**config.mk**
```make
export PLATFORM = sky130hd
export DESIGN_NAME = uuid_text_parser
export DESIGN_NICKNAME = d
export VERILOG_FILES = /design/src/hdl/uutp_pkg.sv /design/src/hdl/uutp_step.sv /design/src/hdl/uuid_text_parser.sv
export SDC_FILE = /design/constraint.sdc
export NUM_CORES = 1
export LEC_CHECK = 0
export BUFFER_PORTS_ARGS = -buffer_cell sky130_fd_sc_hd__buf_2
export CAP_MARGIN = 20
export CORE_UTILIZATION = 52
export DETAILED_ROUTE_END_ITERATION = 10
export PLACE_DENSITY = 0.73
export SETUP_SLACK_MARGIN = 0.2
export SLEW_MARGIN = 0
export SYNTH_ARGS = -nofsm -noshare
export SYNTH_HDL_FRONTEND = slang
export SYNTH_SLANG_ARGS = --single-unit
```
**constraint.sdc**
```tcl
create_clock -name clk -period 5.7 [get_ports clk]
set_clock_uncertainty 0.1 [all_clocks]
set_input_delay 0.57 -clock clk [delete_from_list [all_inputs] [get_ports clk]]
set_output_delay 0.57 -clock clk [all_outputs]
set_load 0.02 [all_outputs]
```
**src/hdl/uutp_pkg.sv**
```systemverilog
package uutp_pkg;

  localparam int unsigned DigitsTotal = 32;
  localparam int unsigned CountW      = 6;
  localparam int unsigned UuidW       = 128;

  localparam logic [7:0] CHAR_OPEN  = 8'h7B;
  localparam logic [7:0] CHAR_CLOSE = 8'h7D;
  localparam logic [7:0] CHAR_DASH  = 8'h2D;

  typedef enum logic [3:0] {
    PH_FIRST      = 4'b0001,
    PH_DIGIT      = 4'b0010,
    PH_AFTER_DASH = 4'b0100,
    PH_DONE       = 4'b1000
  } phase_t;

  typedef enum logic [2:0] {
    ST_OK        = 3'd0,
    ST_SHORT     = 3'd1,
    ST_NO_DASH   = 3'd2,
    ST_BAD_BRACE = 3'd3,
    ST_NON_HEX   = 3'd4
  } status_t;

  typedef struct packed {
    phase_t              phase;
    logic [CountW-1:0]   digit_count;
    logic                brace_mode;
    logic                dash_mode;
    status_t             error_code;
  } parse_ctl_t;

  localparam parse_ctl_t CTL_RESET = '{
    phase:       PH_FIRST,
    digit_count: '0,
    brace_mode:  1'b0,
    dash_mode:   1'b0,
    error_code:  ST_OK
  };

  // bit 4 set: not a hex character
  function automatic logic [4:0] hex_value(input logic [7:0] ch);
    logic [4:0] v;
    case (ch) inside
      [8'h30:8'h39]: v = {1'b0, 4'(ch - 8'h30)};
      [8'h61:8'h66]: v = {1'b0, 4'(ch - 8'h57)};
      [8'h41:8'h46]: v = {1'b0, 4'(ch - 8'h37)};
      default:       v = 5'b1_0000;
    endcase
    return v;
  endfunction

endpackage

```
**src/hdl/uutp_step.sv**
```systemverilog
module uutp_step (
  input  uutp_pkg::parse_ctl_t       ctl_i,
  input  logic [uutp_pkg::UuidW-1:0] bits_i,
  input  logic [7:0]                 char_i,
  output uutp_pkg::parse_ctl_t       ctl_o,
  output logic [uutp_pkg::UuidW-1:0] bits_o
);

  logic [4:0]                  hv;
  logic                        take;
  logic [uutp_pkg::CountW-1:0] dc_inc;
  logic                        at_total;

  assign hv       = uutp_pkg::hex_value(char_i);
  assign dc_inc   = ctl_i.digit_count + uutp_pkg::CountW'(1);
  assign at_total = ctl_i.digit_count >= uutp_pkg::CountW'(uutp_pkg::DigitsTotal);

  always_comb begin
    ctl_o  = ctl_i;
    bits_o = bits_i;
    take   = 1'b0;
    if (ctl_i.error_code == uutp_pkg::ST_OK && ctl_i.phase != uutp_pkg::PH_DONE) begin
      case (ctl_i.phase)
        uutp_pkg::PH_FIRST: begin
          if (char_i == uutp_pkg::CHAR_OPEN) begin
            ctl_o.brace_mode = 1'b1;
            ctl_o.phase      = uutp_pkg::PH_DIGIT;
          end else begin
            take = 1'b1;
          end
        end
        uutp_pkg::PH_AFTER_DASH: take = 1'b1;
        uutp_pkg::PH_DIGIT: begin
          if (at_total) begin
            if (char_i == uutp_pkg::CHAR_CLOSE) ctl_o.phase = uutp_pkg::PH_DONE;
            else ctl_o.error_code = uutp_pkg::ST_BAD_BRACE;
          end else if (ctl_i.digit_count == uutp_pkg::CountW'(8) && !ctl_i.dash_mode &&
                       char_i == uutp_pkg::CHAR_DASH) begin
            ctl_o.dash_mode = 1'b1;
            ctl_o.phase     = uutp_pkg::PH_AFTER_DASH;
          end else if (ctl_i.dash_mode &&
                       (ctl_i.digit_count == uutp_pkg::CountW'(12) ||
                        ctl_i.digit_count == uutp_pkg::CountW'(16) ||
                        ctl_i.digit_count == uutp_pkg::CountW'(20))) begin
            if (char_i == uutp_pkg::CHAR_DASH) ctl_o.phase = uutp_pkg::PH_AFTER_DASH;
            else ctl_o.error_code = uutp_pkg::ST_NO_DASH;
          end else begin
            take = 1'b1;
          end
        end
        default: ;
      endcase
      if (take) begin
        if (hv[4]) begin
          ctl_o.error_code = uutp_pkg::ST_NON_HEX;
        end else begin
          bits_o            = {bits_i[uutp_pkg::UuidW-5:0], hv[3:0]};
          ctl_o.digit_count = dc_inc;
          if (dc_inc >= uutp_pkg::CountW'(uutp_pkg::DigitsTotal) && !ctl_i.brace_mode)
            ctl_o.phase = uutp_pkg::PH_DONE;
          else
            ctl_o.phase = uutp_pkg::PH_DIGIT;
        end
      end
    end
  end

endmodule

```
**src/hdl/uuid_text_parser.sv**
```systemverilog
// UUID text parser.
// Input stream: one ASCII character per transfer on in_tdata, in_tlast on the
// final character of each string. Plain, dashed (8-4-4-4-12) and braced forms
// are taken; characters after a complete UUID are ignored.
// Output stream: one transfer per string, issued for the in_tlast character.
// out_tdata carries the status and the 128-bit value, out_tuser the form flags.
// Status: 0 ok, 1 too short, 2 missing dash, 3 bad close brace, 4 non-hex.
// On any non-zero status the value and flags are zero.
// Latency: the result is valid the cycle after the last character's transfer.
// Throughput: one character per cycle; the parse state update is a single
// decode-and-shift step between the state registers and the output register.
// Stall: the output register holds its result while out_tready is low and
// in_tready drops only while a result is held and not taken.
// Reset (rst_n low, synchronous): parse state returns to expect first character
// and the output register empties.
module uuid_text_parser (
  input  logic         clk,
  input  logic         rst_n,
  input  logic         in_tvalid,
  output logic         in_tready,
  input  logic [7:0]   in_tdata,   // [7:0] char_code
  input  logic         in_tlast,
  output logic         out_tvalid,
  input  logic         out_tready,
  output logic [135:0] out_tdata,  // [2:0] status, [66:3] uuid_high, [130:67] uuid_low
  output logic [1:0]   out_tuser   // [0] had_braces, [1] had_dashes
);

  uutp_pkg::parse_ctl_t       ctl_r, ctl_nxt;
  logic [uutp_pkg::UuidW-1:0] bits_r, bits_nxt;
  logic                       out_valid_r;
  logic [135:0]               out_data_r;
  logic [1:0]                 out_user_r;
  logic                       in_acc;
  uutp_pkg::status_t          status_nxt;

  assign in_tready  = out_tready || !out_valid_r;
  assign in_acc     = in_tvalid && in_tready;
  assign out_tvalid = out_valid_r;
  assign out_tdata  = out_data_r;
  assign out_tuser  = out_user_r;

  uutp_step u_step (
    .ctl_i  (ctl_r),
    .bits_i (bits_r),
    .char_i (in_tdata),
    .ctl_o  (ctl_nxt),
    .bits_o (bits_nxt)
  );

  always_comb begin
    if (ctl_nxt.error_code != uutp_pkg::ST_OK) status_nxt = ctl_nxt.error_code;
    else if (ctl_nxt.phase == uutp_pkg::PH_DONE) status_nxt = uutp_pkg::ST_OK;
    else status_nxt = uutp_pkg::ST_SHORT;
  end

  always_ff @(posedge clk) begin
    if (!rst_n) begin
      ctl_r <= uutp_pkg::CTL_RESET;
    end else if (in_acc) begin
      ctl_r <= in_tlast ? uutp_pkg::CTL_RESET : ctl_nxt;
    end
  end

  always_ff @(posedge clk) begin
    if (!rst_n) begin
      bits_r <= '0;
    end else if (in_acc) begin
      bits_r <= in_tlast ? '0 : bits_nxt;
    end
  end

  always_ff @(posedge clk) begin
    if (!rst_n) begin
      out_valid_r <= 1'b0;
    end else if (in_tready) begin
      out_valid_r <= in_acc && in_tlast;
    end
  end

  always_ff @(posedge clk) begin
    if (in_acc && in_tlast) begin
      if (status_nxt == uutp_pkg::ST_OK) begin
        out_data_r <= {5'b0, bits_nxt[63:0], bits_nxt[127:64], status_nxt};
        out_user_r <= {ctl_nxt.dash_mode, ctl_nxt.brace_mode};
      end else begin
        out_data_r <= {5'b0, 128'b0, status_nxt};
        out_user_r <= 2'b0;
      end
    end
  end

  a_last_gives_result: assert property (@(posedge clk) disable iff (!rst_n)
    in_tvalid && in_tready && in_tlast |=> out_tvalid)
    else $error("no result after last character");

  a_no_spurious_result: assert property (@(posedge clk) disable iff (!rst_n)
    in_tvalid && in_tready && !in_tlast && !(out_tvalid && !out_tready) |=> !out_tvalid)
    else $error("result without last character");

  a_error_zero_fields: assert property (@(posedge clk) disable iff (!rst_n)
    out_tvalid && out_tdata[2:0] != 3'd0 |-> out_tdata[130:3] == 128'b0 && out_tuser == 2'b0)
    else $error("fields not cleared on error status");

  a_count_bound: assert property (@(posedge clk) disable iff (!rst_n)
    ctl_r.digit_count <= uutp_pkg::CountW'(uutp_pkg::DigitsTotal))
    else $error("digit count beyond 32");

endmodule

```
==> impl_results.md, run 1 <==
* Comb pwr share at ~5.7%
* Sequential power share at 52.1%
* Core ar. at around 21,000 um^2
* Starting Density at ~53%
* CTS Hold Bufs at 0
* CTS tree: built
* First-pass DRT Iterations at 5
* Register area share after synthesis at 60.97%
* CP Buf/Inv Count at 1
* Post-route ant nets at 0
* Met1 Routed Length at between 10,000 and 15,000 um
* Final Hold Viols at 0
* Clock Sinks at between 200 and 300
* Synth Area in Simple Gates at between 10 and 15%
* Clock buffer count from CTS at 28
* Sw Ratio at 23.09%
* CP max stage cell: buf_4
* Via count at around 8,400
* Post-synthesis mux area share at 0%
* Most used cell, CP: nor2_4
* Crit-path cells: or4b_4 > nor2_4 > a311o_2 > nand3_2 > nor2_4 > buf_4 > a22o_1
* Insertion delay to the later sink of the worst-skew pair at 540 ps
* Worst R2R Path Depth at 7
* CP arrival at 3850 ps
* Crit share post-route at about three fifths
* Post-synth cell types at 66
* Ratio of cells with drive above 1 in the final layout at between 10% and 20%
* Total GRT Usage at ~22%
* Root Driver: clkbuf_16
* Final Max Tran Viols at 0
* # DRC at 0
* Fmax at approximately 290 MHz
* Worst r2r src: ctl_r[12]
* GP Congestion at 0.9046
* Crit path time final at 3498 ps
* Vias in the first global route at about 7,600
* Hold Path Sink: out_tvalid
* Hold_sp: out_tready
* DR top layer: met4
* GRT Residual Overflow at 0
* Largest family of logic cells by synthesized area: compound AO/OA/AOI/OAI gates
* DR iter-0 viols at 687
* Post-Synth XOR/XNOR Area at 0.2330%
* Max_cap viols at 0
* Die width at 149.3 um
* Gate Count Post-Synth at between 1,000 and 1,500
* Routed wire length at about 25,000 um
* Io pins at ~150
* DR WL/cell at around 17 um
* P_int at 3.157 mW
* Worst path max stage delay at 660 ps
* WP data required at 6060 ps
* Critical path origin: ctl_r[12]
* Hold path cells at 3
* Post-synth EDFFs at around 130
* Met3 wire len at between 1000 and 1500 um
* Status: completed
* Final setup fails at 0
* Post-synthesis adder-cell area fraction at less than 1%
* Reg2reg end: bits_r[77]
* Hold Crit Class: in2reg
* P&R area growth vs syn at 14.36%
* Num rows at 53
* CP Launch Type: flop
* Critical Path Fanout Max at 64
* CTS max path bufs at 3
* Post-DP HPWL at between 10,000 and 15,000 um
* Slew @ Worst Pin at roughly 1100 ps
* Clock power share at a little over two fifths
* Final Util at between 60% and 70%
* Relative slew margins at ~28%
* Syn Std Cell Area at roughly 11,000 um^2
* #FFs+latches synth at about 280
* Vias per inst at 5.786
* RSZ-0062 raised after global routing: no
* Setup CP Type: reg2reg
* Final net count at ~1,200
* Pwr Density at ~320 nW/um^2
* Ys Warns at 0
* Ys flop type: dfxtp_1
* Die Span Y at ~150 um
* Clock slew seen by the registers of the worst setup and hold paths at 60 ps
* Port-buffer cells at around 150
* Synth Area per Inst at 10.83 um^2
* Crit end category: flop
* Compound-gate portion of the synthesized area at 19.72%
* Met2 wire length at 11,850 um
* Postcts setup bufs at 0
* DIE AREA at ~22,000 um^2
* Setup slack, reg-to-reg at 2200 ps
* Post-CTS resize count at 0
* Delay-heaviest family, CP: simple AND/OR/NAND/NOR gates
* First-pass GRT wire length at ~40,000 um
* Antenna diodes at 0
* Largest net degree at the start of global routing at 101
* H-tree depth at 1
* Initial antenna violation count at 0
* Setup tns final at 0 ps
* Maximum vdd drop at ~270 uV
* Async S/R FF share, synth at 0%
* Psw at 0.9478 mW
* Static leakage at 4.244 nW
[through the flow]
step	setup slack [ps]	instances	hold slack, ps	power [mW]	instance area (um^2)
5_1_grt	2026	1446	323.1	4.230	12900
2_1_floorplan	1162	1045	349.0	2.342	11290
6_report	2202	1446	306.2	4.105	12900
4_1_cts	2259	1446	295.9	4.132	12900
3_3_place_gp	1811	1394	361.3	2.415	12020
3_5_place_dp	1725	1394	367.4	2.416	12020
[cell usage after synthesis, drive strengths merged, types with 2 or more instances]
cell type	number	area share, %
clkbuf	22	0.73
a31o	3	0.23
inv	10	0.33
nor4b	6	0.63
a311oi	3	0.50
and3	2	0.11
a211oi	4	0.27
o211ai	4	0.31
nand4	5	0.28
and3b	2	0.16
o21ai	7	0.31
nor3	10	0.59
a32o	3	0.27
edfxtp	133	35
o22ai	2	0.11
a41oi	3	0.23
and4	3	0.23
a21oi	136	6.0
o2bb2ai	2	0.16
a31oi	2	0.11
or2	2	0.11
a22oi	2	0.13
a22o	125	9.7
or4	2	0.13
nand3	7	0.36
a2111oi	2	0.32
nand2b	3	0.17
a21o	5	0.33
dfxtp	144	26
xnor2	2	0.16
and2	4	0.22
ha	6	0.67
nor3b	4	0.27
nor2	23	0.90
nor4	3	0.22
nand2	265	8.8
or3	2	0.11
buf	62	3.6
[registers in the layout (all words and copies together) (netlist names)]
| name | count |
|---|---|
| ctl_r | 15 |
| bits_r | 128 |
| out_tdata | 131 |
| out_tuser | 2 |
| out_tvalid | 1 |
[cell usage in the layout (no fill, tap or decap), types with 5 or more instances in the layout]
master	netlist	layout
conb_1	1	5
nor3_1	8	8
clkinv_2	0	5
nor2_1	21	20
edfxtp_1	133	133
nand3_1	6	5
buf_2	39	147
clkbuf_16	0	28
nand4_1	5	5
inv_1	10	9
clkbuf_1	22	8
nand2_1	265	265
buf_4	12	10
a22o_1	125	125
a21oi_1	136	136
dfxtp_1	144	144
o21ai_0	7	7
ha_1	6	6
a21o_1	5	5
[kinds of logic after synthesis]
family | Yosys count
simple gates | 348
compound gates | 312
buf+inv | 94
other cells | 1
flops | 277
fa+ha+maj | 6
xor+xnor | 3
[power by group through the flow]
| stage | clock network, mW | registers, mW | logic (mW) |
|---|---|---|---|
| floorplan | 0 | 2.24 | 0.104 |
| global placement | 0 | 2.18 | 0.232 |
| detailed placement | 0 | 2.18 | 0.233 |
| CTS | 1.76 | 2.14 | 0.234 |
| global route | 1.84 | 2.14 | 0.250 |
| finish | 1.73 | 2.14 | 0.233 |
[routing by layer]
layer	vias up	track usage [%]
li1	4000	-
met2	282	34.65
met1	4039	31.67
met3	45	2.691
met5	-	0
met4	0	7.704
[layout make-up]
type,instances,area [um^2]
well taps,275,344.1
clock buffers,38,758.2
multi-input cells,674,3930
flip-flops and latches,277,6877
fillers,1705,8257
inverters,10,42.54
clock inverters,14,115.1
repair buffers,158,830.8
[worst max path at each step]
stage | to | slack (ps) | depth (start not counted)
floorplan | out_tdata[0] | 1160 | 5
global placement | out_tdata[28] | 1810 | 10
detailed placement | out_tdata[83] | 1730 | 10
CTS | out_tdata[81] | 2260 | 7
global route | out_tdata[69] | 2030 | 10
finish | bits_r[77] | 2200 | 7
[tightest hold or removal path: stages]
cell and delay (ps):
buf_2 70, nand2b_1 140, a21oi_1 80
Power figures use the tool's default switching activity.
==> run 2: changes to the inputs <==
Settings changed: ABC_AREA from default to 1, PLACE_DENSITY 0.73 to 0.75.
Clock period 5.7 ns to 3 ns, I/O delays scaled along.
==> run 2 against run 1 <==
  * Sequential share of layout area decreased by 6.7 points
  * Via count increased by 23%
  * Sequential cell count unchanged
  * Final cell count increased by 34%
  * Worst hold slack got worse by 260 ps
  * Count of clock-buffer cells in the layout increased by 9
  * Die area increased by 14%
  * Register-to-register slack got worse by 1800 ps
  * First-iteration DRC count increased by 6.8%
  * Worst setup slack got worse by 1800 ps
  * Largest cell class unchanged
==> impl_results.md, run 2 <==
* Slew @ Worst Pin at 653.6 ps (was 1051 ps)
* RSZ-0062 raised after global routing: yes (was no)
* Crit share post-route at 86.24% (was 61.37%)
* Total GRT Usage at 21.37% (was 22.12%)
* Setup CP Type: reg2reg (unchanged)
* Crit end category: flop (unchanged)
* Maximum vdd drop at 429.0 uV (was 270.0 uV)
* Io pins at 153 (unchanged)
* GP Congestion at 0.8846 (was 0.9046)
* Most used cell, CP: nand2_1 (was nor2_4)
* Hold path cells at 6 (was 3)
* Postcts setup bufs at 0 (unchanged)
* Area of the multi-input gates at 4855 um^2 (was 3930 um^2)
* # DRC at 0 (unchanged)
* Post-DP HPWL at 16,900 um (was 14,850 um)
* Synth Area per Inst at 8.637 um^2 (was 10.83 um^2)
* Post-synth EDFFs at 133 (unchanged)
* Critical path origin: ctl_r[5] (was ctl_r[12])
* Initial antenna violation count at 0 (unchanged)
* Setup slack, reg-to-reg at 410 ps (was 2200 ps)
* DIE AREA at 25,410 um^2 (was 22,280 um^2)
* Hold Crit Class: in2reg (unchanged)
* Fmax at 386.5 MHz (was 285.9 MHz)
* Pwr Density at 568.6 nW/um^2 (was 318.3 nW/um^2)
* DR WL/cell at 14.31 um (was 17.33 um)
* Ratio of cells with drive above 1 in the final layout at 20.86% (was 19.04%)
* Worst path max stage delay at 500 ps (was 660 ps)
* Core ar. at 24,320 um^2 (was 21,150 um^2)
* Final Hold Viols at 0 (unchanged)
* CTS max path bufs at 3 (unchanged)
* Post-synth top area share at 30.99% (was 35.41%)
* Final setup fails at 0 (unchanged)
* CP arrival at 2790 ps (was 3850 ps)
* Routed wire length at 27,690 um (was 25,060 um)
* Final net count at 1,607 (was 1,168)
* Via count at 10,280 (was 8,366)
* Post-layout instance area at 14,750 um^2 (was 12,900 um^2)
* P&R area growth vs syn at 14.46% (was 14.36%)
* Root Driver: clkbuf_16 (unchanged)
* Antenna diodes at 0 (unchanged)
* CP Buf/Inv Count at 3 (was 1)
* Starting Density at 52.99% (was 53.32%)
* Syn Std Cell Area at 12,890 um^2 (was 11,280 um^2)
* Commonest non-fill, non-tap cells in the layout: 325 x nand2_1, 154 x inv_1, 147 x buf_2 (was 265 x nand2_1, 147 x buf_2, 144 x dfxtp_1)
* DR top layer: met4 (unchanged)
* Hold_sp: out_tready (unchanged)
* Max_cap viols at 0 (unchanged)
* Relative slew margins at 56.43% (was 28.11%)
* Port-buffer cells at 147 (unchanged)
* Met2 wire length at 12,940 um (was 11,850 um)
* Commonest non-fill, non-tap cell in the layout: nand2_1 (unchanged)
* Total power at 8.386 mW (was 4.105 mW)
* Async S/R FF share, synth at 0% (unchanged)
* Vias in the first global route at 9,303 (was 7,630)
* Gate Count Post-Synth at 1,492 (was 1,041)
* Worst r2r src: ctl_r[5] (was ctl_r[12])
* Clock buffer count from CTS at 29 (was 28)
* #FFs+latches synth at 277 (unchanged)
* GRT Residual Overflow at 0 (unchanged)
* Crit path time final at 2587 ps (was 3498 ps)
* Ys Warns at 0 (unchanged)
* First-pass DRT Iterations at 5 (unchanged)
* Insertion delay to the later sink of the worst-skew pair at 550 ps (was 540 ps)
* Commonest cells post-synth: 328 x nand2_1, 155 x inv_1, 144 x a21oi_1, 144 x dfxtp_1, 133 x edfxtp_1 (was 265 x nand2_1, 144 x dfxtp_1, 136 x a21oi_1)
* Die Span Y at 159.4 um (was 149.3 um)
* Layout filler cell count at 2,046 (was 1,705)
* Ys flop type: dfxtp_1 (unchanged)
* DR iter-0 viols at 734 (was 687)
* Crit-path cells: inv_1 > ha_1 > nand2_1 > inv_1 > nand2_1 > nor2_1 > nor2_1 > nand2_1 > nand2_2 > nand3_4 > buf_4 > nand2_1 > o21ai_0 > nor2_1 (was or4b_4 > nor2_4 > a311o_2 > nand3_2 > nor2_4 > buf_4 > a22o_1)
* Met3 wire len at 1468 um (was 1240 um)
* Largest net degree at the start of global routing at 139 (was 101)
* Reg2reg end: out_tdata[55] (was bits_r[77])
* Met1 Routed Length at 12,420 um (was 11,320 um)
* Vias per inst at 5.314 (was 5.786)
* Hold Path Sink: out_tvalid (unchanged)
* Static leakage at 5.550 nW (was 4.244 nW)
* Max FFs per register at 131 (unchanged)
* Critical Path Fanout Max at 60 (was 64)
* FF/Latch Area at 6880 um^2 (was 6877 um^2)
* Synth area leader: edfxtp_1 (unchanged)
* CP Launch Type: flop (unchanged)
* Clock slew seen by the registers of the worst setup and hold paths at 60 ps (about the same)
* CP max stage cell: buf_4 (unchanged)
* Dpl cell area at 13,750 um^2 (was 12,020 um^2)
* Post-synth cell types at 32 (was 66)
* WP data required at 3200 ps (was 6060 ps)
* Worst R2R Path Depth at 14 (was 7)
* Top cells by area, synth: edfxtp_1 31%, dfxtp_1 22%, nand2_1 9.6% (was edfxtp_1 35%, dfxtp_1 26%, a22o_1 9.7%)
* Final Util at 60.65% (was 60.97%)
* Delay-heaviest family, CP: simple AND/OR/NAND/NOR gates (unchanged)
* Post-route ant nets at 0 (unchanged)
* CTS tree: built (unchanged)
* Count leader, synth: nand2_1 (unchanged)
* Die width at 159.4 um (was 149.3 um)
* Status: completed (unchanged)
* H-tree depth at 1 (unchanged)
* Register area share after synthesis at 53.36% (was 60.97%)
* First-pass GRT wire length at 45,340 um (was 39,760 um)
* Num rows at 57 (was 53)
* Final Max Tran Viols at 0 (unchanged)
* Clock Sinks at 277 (unchanged)
[run 2: how the worst max path moves through the flow]
stage,end,slack [ps],cells past startpoint
final,out_tdata[55],410,14
after global routing,out_tdata[86],200,14
after CTS,out_tdata[119],410,14
after detailed placement,out_tdata[119],230,13
after global placement,out_tdata[112],390,13
after floorplan,ctl_r[0],-220,6
[run 2: power by group]
part	leakage, nW	internal (mW)	switching [mW]
logic	2.62	0.164	0.474
clock network	0.483	2.20	1.46
registers	2.45	4.04	0.0482
total	5.55	6.41	1.98
[run 2: final cells by class]
type	count	area share [%]
clock inverters	7	0.6193
flip-flops and latches	277	46.65
inverters	162	4.140
clock buffers	47	6.066
repair buffers	168	6.863
well taps	324	2.749
multi-input cells	950	32.91
[run 2: through the flow]
| step | instances | worst slack (ps) | hold slack [ps] | TNS, ps |
|---|---|---|---|---|
| 4_1_cts | 1935 | 413.6 | 34.23 | 0 |
| 2_1_floorplan | 1496 | -223.6 | 297.0 | -7557 |
| 5_1_grt | 1935 | 197.7 | 62.60 | 0 |
| 3_5_place_dp | 1880 | 231.5 | 355.1 | 0 |
| 6_report | 1935 | 412.9 | 47.40 | 0 |
| 3_3_place_gp | 1880 | 389.3 | 351.3 | 0 |
[run 2: cells by family after synthesis]
| kind of cell | share of synthesized area [%] |
|---|---|
| DFF | 53.36 |
| other | 0.02910 |
| and+or+nand+nor | 18.10 |
| xor gates and xnor gates | 0.2039 |
| buffers and inverters | 9.448 |
| adders and majority gates | 0.5826 |
| AOI/OAI and AO/OA | 18.27 |
[run 2: metal layers]
| metal | vias to the layer above | GRT usage, % |
|---|---|---|
| li1 | 5178 | - |
| met1 | 4721 | 29.38 |
| met2 | 322 | 34.53 |
| met3 | 61 | 2.970 |
| met4 | 0 | 7.780 |
| met5 | - | 0 |
[run 2: what timing repair did]
item,CTS,global route
endpoints found under the setup margin,0,11
hold endpoints to repair,2,0
resized for setup,0,1
hold buffers,1,0
[run 2: worst reg2reg max path, cell delays in order, from the launching register on]
cell and delay [ps]:
dfxtp_1 330, inv_1 80, ha_1 170, nand2_1 60, inv_1 50, nand2_1 60
nor2_1 200, nor2_1 70, nand2_1 80, nand2_2 100, nand3_4 190, buf_4 500
nand2_1 150, o21ai_0 150, nor2_1 80
==> run 3: changes to the inputs <==
--- a/config.mk
+++ b/config.mk
@@ -11,5 +11,5 @@
 export CORE_UTILIZATION = 52
 export DETAILED_ROUTE_END_ITERATION = 10
-export PLACE_DENSITY = 0.75
+export PLACE_DENSITY = 0.72
 export SETUP_SLACK_MARGIN = 0.2
 export SLEW_MARGIN = 0
==> constraint.sdc (replaced) <==
create_clock -name clk -period 2.5 [get_ports clk]
set_clock_uncertainty 0.1 [all_clocks]
set_input_delay 0.25 -clock clk [delete_from_list [all_inputs] [get_ports clk]]
set_output_delay 0.25 -clock clk [all_outputs]
set_load 0.005 [all_outputs]
==> run 3 against run 2 <==
  * Die area unchanged
  * Largest cell class unchanged
  * Sequential cell count is the same
  * Worst hold slack worse by 29 ps
  * Critical path depth rose by 3
  * Non-clock buffer count rose by 50
  * Combinational power increased by 22%
  * Sequential power up 20%
  * Global-route usage is 0.13 points lower
  * Cell area grew 8.9%
  * First-iteration DRC count up 25%
  * Total power is 18% higher
==> impl_results.md, run 3 (synthesized netlist as in run 2, its figures left out) <==
* Status: completed (unchanged)
* Insertion delay to the later sink of the worst-skew pair at 540 ps (was 550 ps)
* GP Congestion at 0.9114 (was 0.8846)
* FF/Latch Area at 6890 um^2 (was 6880 um^2)
* # DRC at 0 (unchanged)
* Critical Path Fanout Max at 7 (was 60)
* Setup CP Type: reg2reg (unchanged)
* Starting Density at 52.99% (unchanged)
* Static leakage at 6.029 nW (was 5.550 nW)
* Final setup fails at 0 (unchanged)
* Maximum vdd drop at 461.0 uV (was 429.0 uV)
* Slew @ Worst Pin at 674.6 ps (was 653.6 ps)
* Num rows at 57 (unchanged)
* P&R area growth vs syn at 24.60% (was 14.46%)
* Final Max Tran Viols at 0 (unchanged)
* Final setup margin at 123.1 ps (was 412.9 ps)
* Io pins at 153 (unchanged)
* Final Util at 66.02% (was 60.65%)
* Via count at 10,500 (was 10,280)
* CP Launch Type: flop (unchanged)
* Final Non-Filler Cells at 1,987 (was 1,935)
* Clock slew seen by the registers of the worst setup and hold paths at 60 ps (about the same)
* Commonest non-fill, non-tap cell in the layout: nand2_1 (unchanged)
* Commonest non-fill, non-tap cells in the layout: 316 x nand2_1, 150 x inv_1, 147 x buf_2 (was 325 x nand2_1, 154 x inv_1, 147 x buf_2)
* Post-DP HPWL at 16,250 um (was 16,900 um)
* CTS max path bufs at 3 (unchanged)
* GRT Residual Overflow at 0 (unchanged)
* CP max stage cell: dfxtp_2 (was buf_4)
* Layout filler cell count at 1,894 (was 2,046)
* DR iter-0 viols at 914 (was 734)
* Final net count at 1,659 (was 1,607)
* Crit share post-route at 95.08% (was 86.24%)
* First-pass GRT wire length at 45,060 um (was 45,340 um)
* Port-buffer cells at 147 (unchanged)
* Clock Sinks at 277 (unchanged)
* DR WL/cell at 14.99 um (was 14.31 um)
* Post-route ant nets at 0 (unchanged)
* Antenna diodes at 0 (unchanged)
* Clock buffer count from CTS at 29 (unchanged)
* Most used cell, CP: nand2_2 (was nand2_1)
* Die Span Y at 159.4 um (unchanged)
* Crit path time final at 2377 ps (was 2587 ps)
* Post-layout instance area at 16,060 um^2 (was 14,750 um^2)
* CTS tree: built (unchanged)
* Pwr Density at 618.1 nW/um^2 (was 568.6 nW/um^2)
* Root Driver: clkbuf_16 (unchanged)
* Dpl cell area at 13,970 um^2 (was 13,750 um^2)
* Initial antenna violation count at 0 (unchanged)
* Total GRT Usage at 21.24% (was 21.37%)
* Core ar. at 24,320 um^2 (unchanged)
* Final hold slack at 18.71 ps (was 47.40 ps)
* Routed wire length at 29,790 um (was 27,690 um)
* WP data required at 2790 ps (was 3200 ps)
* CP arrival at 2670 ps (was 2790 ps)
* Setup WS pre-CTS at -82.86 ps (was 231.5 ps)
* RSZ-0062 raised after global routing: yes (unchanged)
* First-pass DRT Iterations at 5 (unchanged)
* DIE AREA at 25,410 um^2 (unchanged)
* Vias in the first global route at 9,214 (was 9,303)
* Relative slew margins at 55.03% (was 56.43%)
* Placed cells at 1,898 (was 1,880)
* Hold Crit Class: in2reg (unchanged)
* H-tree depth at 1 (unchanged)
* Largest net degree at the start of global routing at 140 (was 139)
* Worst path max stage delay at 330 ps (was 500 ps)
* Vias per inst at 5.284 (was 5.314)
* Final Hold Viols at 0 (unchanged)
* Crit end category: flop (unchanged)
* Area of the multi-input gates at 5348 um^2 (was 4855 um^2)
* Max FFs per register at 131 (unchanged)
* Ratio of cells with drive above 1 in the final layout at 26.58% (was 20.86%)
* Die width at 159.4 um (unchanged)
* Fmax at 420.7 MHz (was 386.5 MHz)
* Crit-path cells: inv_2 > ha_4 > nand2_2 > inv_2 > nand2_2 > nor2_4 > nor2_1 > nand2_1 > nand2_2 > nand3_4 > nand2_2 > nand2_2 > nor2_4 > nand3_4 > buf_12 > buf_4 > nor2_1 (was inv_1 > ha_1 > nand2_1 > inv_1 > nand2_1 > nor2_1 > nor2_1 > nand2_1 > nand2_2 > nand3_4 > buf_4 > nand2_1 > o21ai_0 > nor2_1)
* Max_cap viols at 0 (unchanged)
[run 3: changes by cell type in the layout (fill, tap and decap cells not counted), moves of 15 or more]
cell,previous run,this run
nor2_4,2,69
nor2_1,58,33
o21ai_1,5,20
o21ai_0,128,110
nor2_2,103,61
buf_4,10,26
[run 3: final cells by class]
| type | count | share of cell area [%] |
|---|---|---|
| timing repair inverter | 1 | 0.03117 |
| sequential | 277 | 42.91 |
| timing repair buffer | 218 | 11.50 |
| clock buffer | 36 | 4.870 |
| tap | 324 | 2.525 |
| inverter | 162 | 3.826 |
| multi-input combinational | 951 | 33.30 |
| clock inverter | 18 | 1.029 |
[run 3: worst paths after layout]
check	slack, ps	end	startpoint	depth (start not counted)
worst max-delay path	120	out_tdata[44]	ctl_r[5]	17
worst min-delay path	20	ctl_r[7]	in_tlast	4
worst max register to register	120	out_tdata[44]	ctl_r[5]	17
worst min register to register	370	bits_r[124]	bits_r[124]	2
[run 3: per-stage QoR]
stage / TNS (ps) / power (mW)
2_1_floorplan: -65510 / 5.457
3_3_place_gp: 0 / 5.674
3_5_place_dp: -858.9 / 5.685
4_1_cts: 0 / 9.927
5_1_grt: -117.2 / 10.27
6_report: 0 / 9.925
[run 3: where the power goes]
part	internal, mW	leakage [nW]	switching, mW
Clock	2.52	0.470	1.73
Sequential	4.85	2.45	0.0554
Combinational	0.240	3.11	0.535
[run 3: repair_timing]
item | in CTS | in global routing
endpoints found under the setup margin | 160 | 263
gates resized for setup | 29 | 136
hold endpoints to repair | 5 | 0
setup buffers | 4 | 11
pin swaps | 2 | 14
hold buffers | 2 | 0
cloned | 6 | 12
[run 3: layer usage]
| metal | up-vias | part of all wire [%] | track usage, % |
|---|---|---|---|
| met2 | 275 | 49 | 35.53 |
| met1 | 4892 | 45 | 29.83 |
| met5 | - | 0 | 0 |
| met4 | 0 | 1.5 | 4.327 |
| li1 | 5297 | - | - |
| met3 | 36 | 4.7 | 2.423 |
[run 3: worst max-delay path: cells and delay by family (launching register included)]
kind / cells / cell delay, ps
and+or+nand+nor: 12 / 1200
adders and majority gates: 1 / 150
DFF: 1 / 330
buffers and inverters: 4 / 440
